File: src/stis_pkg.sv
// Types and constants shared by the sorted table insert and search unit.
package stis_pkg;

  localparam int unsigned DEPTH     = 16;
  localparam int unsigned KEY_WIDTH = 32;
  localparam int unsigned COUNT_W   = $clog2(DEPTH + 1);

  typedef enum logic {
    OP_INSERT = 1'b0,
    OP_LOOKUP = 1'b1
  } op_e;

  typedef enum logic [1:0] {
    ST_INSERTED  = 2'd0,
    ST_FOUND     = 2'd1,
    ST_NOT_FOUND = 2'd2,
    ST_FULL      = 2'd3
  } status_e;

  typedef struct packed {
    op_e                          operation;
    logic signed [KEY_WIDTH-1:0]  key;
  } in_word_t;

  typedef struct packed {
    status_e              status;
    logic [COUNT_W-1:0]   entry_total;
  } out_word_t;

  typedef struct packed {
    logic ins;
    logic valid;
    logic tail;
  } cell_ctl_t;

endpackage

File: src/stis_cell.sv
// One cell of the sorted key row: holds a key, compares it and shifts on insert.
module stis_cell (
  input  logic                                  clk_i,
  input  stis_pkg::cell_ctl_t                   ctl_i,
  input  logic signed [stis_pkg::KEY_WIDTH-1:0] key_i,
  input  logic signed [stis_pkg::KEY_WIDTH-1:0] left_key_i,
  input  logic                                  left_ge_i,
  output logic signed [stis_pkg::KEY_WIDTH-1:0] key_o,
  output logic                                  ge_o,
  output logic                                  hit_o
);
  import stis_pkg::*;

  logic signed [KEY_WIDTH-1:0] key_q;
  logic signed [KEY_WIDTH-1:0] key_d;
  logic                        write;

  assign ge_o  = ctl_i.valid && (key_q >= key_i);
  assign hit_o = ctl_i.valid && (key_q == key_i);
  assign write = ctl_i.ins && (ctl_i.tail || ge_o);
  assign key_d = left_ge_i ? left_key_i : key_i;
  assign key_o = key_q;

  always_ff @(posedge clk_i) begin
    if (write) begin
      key_q <= key_d;
    end
  end

endmodule

File: src/sorted_table_insert_search_unit.sv
// Sorted key table: a row of cells keeps signed keys in ascending order. Each
// cell compares its key with the incoming word's key in the same cycle; on an
// insert the new key lands in the first cell whose key is not below it (or the
// tail) and each later cell up to the tail takes its left neighbour's key.
// One word per cycle is accepted unless stalled; its result is in the output
// register in the cycle after acceptance. The only stall is a result held in
// the output register while out_ready_i is low. No clearing pass follows reset.
module sorted_table_insert_search_unit (
  input  logic                clk_i,
  input  logic                rst_ni,
  input  logic                in_valid_i,
  output logic                in_ready_o,
  input  stis_pkg::in_word_t  in_word_i,
  output logic                out_valid_o,
  input  logic                out_ready_i,
  output stis_pkg::out_word_t out_word_o
);
  import stis_pkg::*;

  logic [COUNT_W-1:0]          count_q, count_d;
  logic                        out_valid_q, out_valid_d;
  out_word_t                   out_word_q, out_word_d;
  logic                        accept;
  logic                        full;
  logic                        do_ins;
  logic                        hit;
  cell_ctl_t                   ctl   [DEPTH];
  logic signed [KEY_WIDTH-1:0] keys  [DEPTH];
  logic                        ge    [DEPTH];
  logic [DEPTH-1:0]            hits;

  assign in_ready_o = !out_valid_q || out_ready_i;
  assign accept     = in_valid_i && in_ready_o;
  assign full       = (count_q == COUNT_W'(DEPTH));
  assign do_ins     = accept && (in_word_i.operation == OP_INSERT) && !full;
  assign hit        = |hits;

  for (genvar i = 0; i < DEPTH; i++) begin : g_cell
    assign ctl[i].ins   = do_ins;
    assign ctl[i].valid = (COUNT_W'(i) < count_q);
    assign ctl[i].tail  = (COUNT_W'(i) == count_q);

    if (i == 0) begin : g_first
      stis_cell u_cell (
        .clk_i      (clk_i),
        .ctl_i      (ctl[i]),
        .key_i      (in_word_i.key),
        .left_key_i (in_word_i.key),
        .left_ge_i  (1'b0),
        .key_o      (keys[i]),
        .ge_o       (ge[i]),
        .hit_o      (hits[i])
      );
    end else begin : g_rest
      stis_cell u_cell (
        .clk_i      (clk_i),
        .ctl_i      (ctl[i]),
        .key_i      (in_word_i.key),
        .left_key_i (keys[i-1]),
        .left_ge_i  (ge[i-1]),
        .key_o      (keys[i]),
        .ge_o       (ge[i]),
        .hit_o      (hits[i])
      );
    end
  end

  always_comb begin
    count_d     = count_q;
    out_valid_d = out_valid_q;
    out_word_d  = out_word_q;
    if (out_ready_i) begin
      out_valid_d = 1'b0;
    end
    if (accept) begin
      out_valid_d = 1'b1;
      if (do_ins) begin
        count_d = count_q + COUNT_W'(1);
      end
      unique case (in_word_i.operation)
        OP_INSERT: out_word_d.status = full ? ST_FULL : ST_INSERTED;
        OP_LOOKUP: out_word_d.status = hit ? ST_FOUND : ST_NOT_FOUND;
        default:   out_word_d.status = ST_NOT_FOUND;
      endcase
      out_word_d.entry_total = count_d;
    end
  end

  always_ff @(posedge clk_i or negedge rst_ni) begin
    if (!rst_ni) begin
      count_q     <= '0;
      out_valid_q <= 1'b0;
    end else begin
      count_q     <= count_d;
      out_valid_q <= out_valid_d;
    end
  end

  always_ff @(posedge clk_i) begin
    out_word_q <= out_word_d;
  end

  assign out_valid_o = out_valid_q;
  assign out_word_o  = out_word_q;

endmodule

File: config.mk
export PLATFORM = sky130hd
export DESIGN_NAME = sorted_table_insert_search_unit
export DESIGN_NICKNAME = d
export VERILOG_FILES = /design/src/stis_pkg.sv /design/src/stis_cell.sv /design/src/sorted_table_insert_search_unit.sv
export SDC_FILE = /design/constraint.sdc
export NUM_CORES = 1
export LEC_CHECK = 0
export BUFFER_PORTS_ARGS = -buffer_cell sky130_fd_sc_hd__buf_4
export CORE_ASPECT_RATIO = 0.9
export CORE_MARGIN = 4
export CORE_UTILIZATION = 60
export CTS_CLUSTER_SIZE = 14
export DETAILED_ROUTE_END_ITERATION = 10
export PLACE_DENSITY = 0.75
export SLEW_MARGIN = 30
export SYNTH_ARGS = -nofsm -noshare
export SYNTH_HDL_FRONTEND = slang
export SYNTH_HIERARCHICAL = 1
export SYNTH_SLANG_ARGS = --single-unit
File: constraint.sdc
create_clock -name clk_i -period 8.17 [get_ports clk_i]
set_clock_uncertainty 0.15 [all_clocks]
set_input_delay 1.2255 -clock clk_i [delete_from_list [all_inputs] [get_ports clk_i]]
set_output_delay 1.2255 -clock clk_i [all_outputs]
set_load 0.05 [all_outputs]
==> results of run 1 <==
[area by class of cell]
class	instances	share of cell area, %
Sequential cell	525	41.70
Tap cell	765	2.537
Timing Repair Buffer	72	1.485
Antenna cell	2	0.01326
Inverter	517	5.143
Clock buffer	65	3.860
Clock inverter	37	0.9483
Multi-Input combinational cell	2458	44.32
[critical path, stage by stage]
cell and delay [ns]:
buf_4 0.23, inv_1 0.09, ha_1 0.33, and4_1 0.24
nand2_1 0.10, nor3_1 0.43, nand2_1 0.12, nor3_1 0.78
or2_1 0.20, buf_4 0.43, mux2_2 0.39
[worst min-delay path by stage]
stage | start | end | slack (ns) | cells past startpoint
after floorplan | g_cell[9].g_rest.u_cell/key_o[30] | g_cell[10].g_rest.u_cell/key_o[30] | 0.38 | 2
after global routing | rst_ni | count_q[1] | 0.26 | 1
after detailed placement | g_cell[8].g_rest.u_cell/key_o[9] | g_cell[9].g_rest.u_cell/key_o[9] | 0.39 | 2
after CTS | rst_ni | count_q[0] | 0.24 | 1
final | rst_ni | count_q[3] | 0.27 | 1
after global placement | g_cell[10].g_rest.u_cell/key_o[8] | g_cell[11].g_rest.u_cell/key_o[8] | 0.39 | 2
[stage by stage]
stage	hold slack [ns]	instance area (um^2)	instances	total power, W	util (%)
global route	0.2600	37730	4441	0.009275	65.95
CTS	0.2443	37680	4438	0.008708	65.86
detailed placement	0.3950	35870	4336	0.006140	62.69
floorplan	0.3763	34820	3617	0.005565	-
finish	0.2692	37730	4441	0.008688	65.95
global placement	0.3887	35870	4336	0.006041	62.69
[metal layers]
layer | up-vias | wire (um) | GRT usage [%]
met4 | 0 | 2777 | 8.447
met3 | 169 | 3837 | 3.807
met1 | 11140 | 32990 | 31.11
met2 | 547 | 34660 | 41.02
met5 | - | 0 | 0
li1 | 12880 | - | -
[state kept, by name, summed over array words and instances (netlist names)]
signal                       flops
out_word_o                       7
g_cell.g_rest.u_cell/key_o     480
g_cell.g_first.u_cell/key_o     32
out_valid_o                      1
count_q                          5
[power by group through the flow]
stage	clock, W	sequential, W	combinational, W
2_1_floorplan	0	0.00370	0.00186
3_3_place_gp	0	0.00374	0.00230
3_5_place_dp	0	0.00375	0.00239
4_1_cts	0.00261	0.00369	0.00241
5_1_grt	0.00273	0.00372	0.00283
6_report	0.00255	0.00370	0.00244
==> results_dict.tcl, run 1 <==
set metrics [dict create \
    cts_root_buf "clkbuf_16" \
    swShare_pct 32.80 \
    netlist_instances 3617 \
    h-tree-depth 2 \
    cts_hold_repair.buffers 0 \
    critPathCaptureType "register" \
    irDropWorstVdd_uv 193.3 \
    viasPerCell 5.568 \
    grt_pass1_vias 24630 \
    slew_violations 0 \
    firstDrtPassIters 6 \
    cp.required_ns 8.38 \
    combPwrFrac_pct 28.1 \
    clk_path_buf_depth 3 \
    layout_common_cells "636 x nand2_1, 546 x o21ai_0, 519 x edfxtp_1" \
    rows 83 \
    synthesis.area_mm2 0.03482 \
    io_pins 46 \
    critPathKind "input pin to register" \
    power_frac_clock_pct 29.3 \
    vias 24730 \
    clk_latency_ns 0.61 \
    path_max_fanout 63 \
    maxCapViolCount 0 \
    timing.setup.tns_ns 0 \
    portBuffers 45 \
    tritoncts "done" \
    hold_path.class "input pin to asynchronous set/reset pin" \
    p_leak_nw 16.40 \
    dr.first_iter.drc_count 1668 \
    relSlewSlack_pct 32.31 \
    worstMarginPinSlew_ns 1.008 \
    fp.dieW_um 261.9 \
    cts.sinks 525 \
    drc_errors 0 \
    seq_area_mm2 0.01574 \
    crit-reg2reg-capture "out_word_o[5]" \
    place_congestion 0.9373 \
    nNetsFinal 4182 \
    finalCritPeriodShare_pct 53.36 \
    arrival_ns 4.56 \
    die_h_um 236.5 \
    multi_input_area_mm2 0.01672 \
    intPower_w 0.005838 \
    grt_pass1_wl_um 121600 \
    dp_hpwl_um 58100 \
    wirelength_um 74260 \
    hold_violations 0 \
    timing.reg2reg.setup_slack_ns 4.34 \
    p_switching_w 0.002849 \
    finalSetupViolCount 0 \
    antenna_found_initial 2 \
    clkTransAtPathRegs_ns 0.06 \
    ctsResizeCount 0 \
    pre_cts_ws_ns 2.988 \
    n_fill_cell 4493 \
    layout_commonest_cell "nand2_1" \
    wire_per_inst_um 16.72 \
    startpoint_type "input pin" \
    yosysWarnings 6 \
    postCtsSetupRepairBufs 0 \
    grt_overflow 0 \
    crit_start "in_word_i[23]" \
    grt_max_degree 64 \
    start_util_pct 60.86 \
    dieArea_mm2 0.06196 \
    syn_nets 4169 \
    drive_above_1_share_pct 5.743 \
    timing.final.ws_setup_ns 3.811 \
    reg2regPathDepth 7 \
    clock.fmax_ghz 0.2294 \
    min_period_ns 4.359 \
    track_usage_pct 24.00 \
    p_per_area_mw_per_mm2 230.2 \
    core_area_mm2 0.05722 \
    avgSynthCellArea_um2 9.627 \
    pwr-share-seq_pct 42.6 \
    outcome "finished, final reports clean" \
    cts_buffers 56 \
    crit_path_end "g_cell[6].g_rest.u_cell/key_o[0]" \
    area_growth_pct 8.365 \
    r2r_start "count_q[4]" \
    detail-route-antenna-nets 0 \
    rsz0062_at_grt "false" \
]
No activity file was read; power rests on OpenSTA's default activity.
==> inputs of run 2 (changes only) <==
ABC_AREA = 1   (was default)
CORE_UTILIZATION = 59   (was 60)
PLACE_DENSITY = 0.77   (was 0.75)
clock period = 3.5 ns   (was 8.17 ns; I/O delays follow)
==> results_dict.tcl, run 2 <==
set metrics [dict create \
    grt.busiest_layer "met2" \
    clkTransAtPathRegs_ns 0.06 \
    irDropWorstVdd_uv 421.9 \
    viasPerCell 5.219 \
    cts.sinks 525 \
    antenna_found_initial 0 \
    outcome "finished, final reports clean" \
    drc_errors 0 \
    total_power_w 0.02033 \
    area_growth_pct 9.497 \
    place_congestion 0.8629 \
    grt_overflow 0 \
    finalSetupViolCount 0 \
    core_area_mm2 0.06112 \
    grt_max_degree 64 \
    synthesis.area_mm2 0.03636 \
    postCtsSetupRepairBufs 0 \
    critPathCaptureType "register" \
    start_util_pct 59.50 \
    relSlewSlack_pct 48.54 \
    largest_reg_flops 480 \
    p_per_area_mw_per_mm2 510.5 \
    hold_path.class "input pin to register" \
    rsz0062_at_grt "false" \
    fp.dieW_um 269.7 \
    met2_usage_pct 42.89 \
    layout_common_cells "1152 x nand2_1, 669 x inv_1, 519 x edfxtp_1" \
    firstDrtPassIters 5 \
    gr-usage-met3_pct 2.718 \
    clock.fmax_ghz 0.3360 \
    tritoncts "done" \
    yosysWarnings 6 \
    dieArea_mm2 0.06567 \
    track_usage_pct 23.29 \
    worstMarginPinSlew_ns 0.7638 \
    detail-route-antenna-nets 0 \
    arrival_ns 3.17 \
    grt_pass1_wl_um 127100 \
    grt_pass1_vias 26830 \
    h-tree-depth 2 \
    path_max_fanout 35 \
    clk_latency_ns 0.62 \
    layout_commonest_cell "nand2_1" \
    nNetsFinal 4894 \
    wirelength_um 76760 \
    clk_path_buf_depth 3 \
    syn_nets 4844 \
    use_met1_pct 28.33 \
    slew_violations 0 \
    n_fill_cell 4992 \
    cts_buffers 55 \
    die_h_um 243.5 \
    io_pins 46 \
    timing.setup.tns_ns 0 \
    min_period_ns 2.976 \
    wire_per_inst_um 14.82 \
    antennaDiodeCount 0 \
    hold_violations 0 \
    startpoint_type "register" \
    netlist_instances 4292 \
    dp_hpwl_um 61010 \
    drive_above_1_share_pct 8.113 \
    p_leak_nw 18.17 \
    critPathKind "register to register" \
    portBuffers 45 \
    finalCritPeriodShare_pct 85.03 \
    rows 86 \
    cts_root_buf "clkbuf_16" \
    cp.required_ns 3.69 \
    vias 27040 \
    maxCapViolCount 0 \
    dr.first_iter.drc_count 1789 \
    avgSynthCellArea_um2 8.472 \
]
==> run 2: final cells by class <==
cell class                      instances  area, um^2  area share [%]
Tap cell                              792       991.0           2.489
Clock buffer                           77        1520           3.818
Sequential cell                       525       15740           39.52
Multi-Input combinational cell       2899       17350           43.57
Inverter                              754        2833           7.114
Clock inverter                         26       230.2          0.5782
Timing Repair Buffer                  107        1159           2.910
==> run 2: path summary, 6_finish.rpt <==
check / startpoint / endpoint / slack, ns / cells past startpoint
min: out_ready_i / out_valid_o / 0.06 / 4
max: g_cell[11].g_rest.u_cell/key_o[31] / g_cell[12].g_rest.u_cell/key_o[18] / 0.52 / 11
max in group asynchronous: rst_ni / out_valid_o / 2.94 / 2
min in group asynchronous: rst_ni / count_q[3] / 0.12 / 2
max reg2reg: g_cell[11].g_rest.u_cell/key_o[31] / g_cell[12].g_rest.u_cell/key_o[18] / 0.52 / 11
min reg2reg: g_cell[6].g_rest.u_cell/key_o[10] / g_cell[7].g_rest.u_cell/key_o[10] / 0.40 / 2
==> run 2: metal layers <==
metal,vias up,wire length [um]
li1,14360,-
met1,11990,33260
met2,519,37930
met3,163,3066
met4,0,2497
met5,-,0
==> run 2: timing repair <==
item                                    4_1_cts  5_1_grt
gates resized for setup                       0        0
hold buffers                                  2        0
endpoints found under the hold margin         7        0
endpoints found under the setup margin        0        0
==> run 2: worst max-delay path, stage by stage (launching register included) <==
cell and delay, ns:
edfxtp_1 0.39, ha_1 0.42, nand2_1 0.13, nor2_2 0.17, nand2_2 0.10, nor3_2 0.26
nand2_1 0.12, nand3_1 0.10, nand3_2 0.10, nand2_1 0.27, buf_4 0.35, o21ai_0 0.15
==> run 2: through the flow <==
stage          area, um^2  cells  util (%)  hold WS (ns)  worst slack, ns
5_1_grt             39820   5180     65.15       0.07008           0.3494
3_5_place_dp        38050   5075     62.25        0.2086          0.03294
4_1_cts             39820   5180     65.15       0.02633           0.4912
3_3_place_gp        38050   5075     62.25        0.2064           0.1399
6_report            39820   5180     65.15       0.05756           0.5238
2_1_floorplan       36360   4292         -       0.07941           0.6973
==> run 2: power by group <==
part	internal, W	switching (W)	total [W]	leakage [nW]
Combinational	0.00217	0.00403	0.00621	12.5
Sequential	0.00811	0.000271	0.00838	4.78
Clock	0.00331	0.00243	0.00574	0.849
Total	0.0136	0.00673	0.0203	18.2
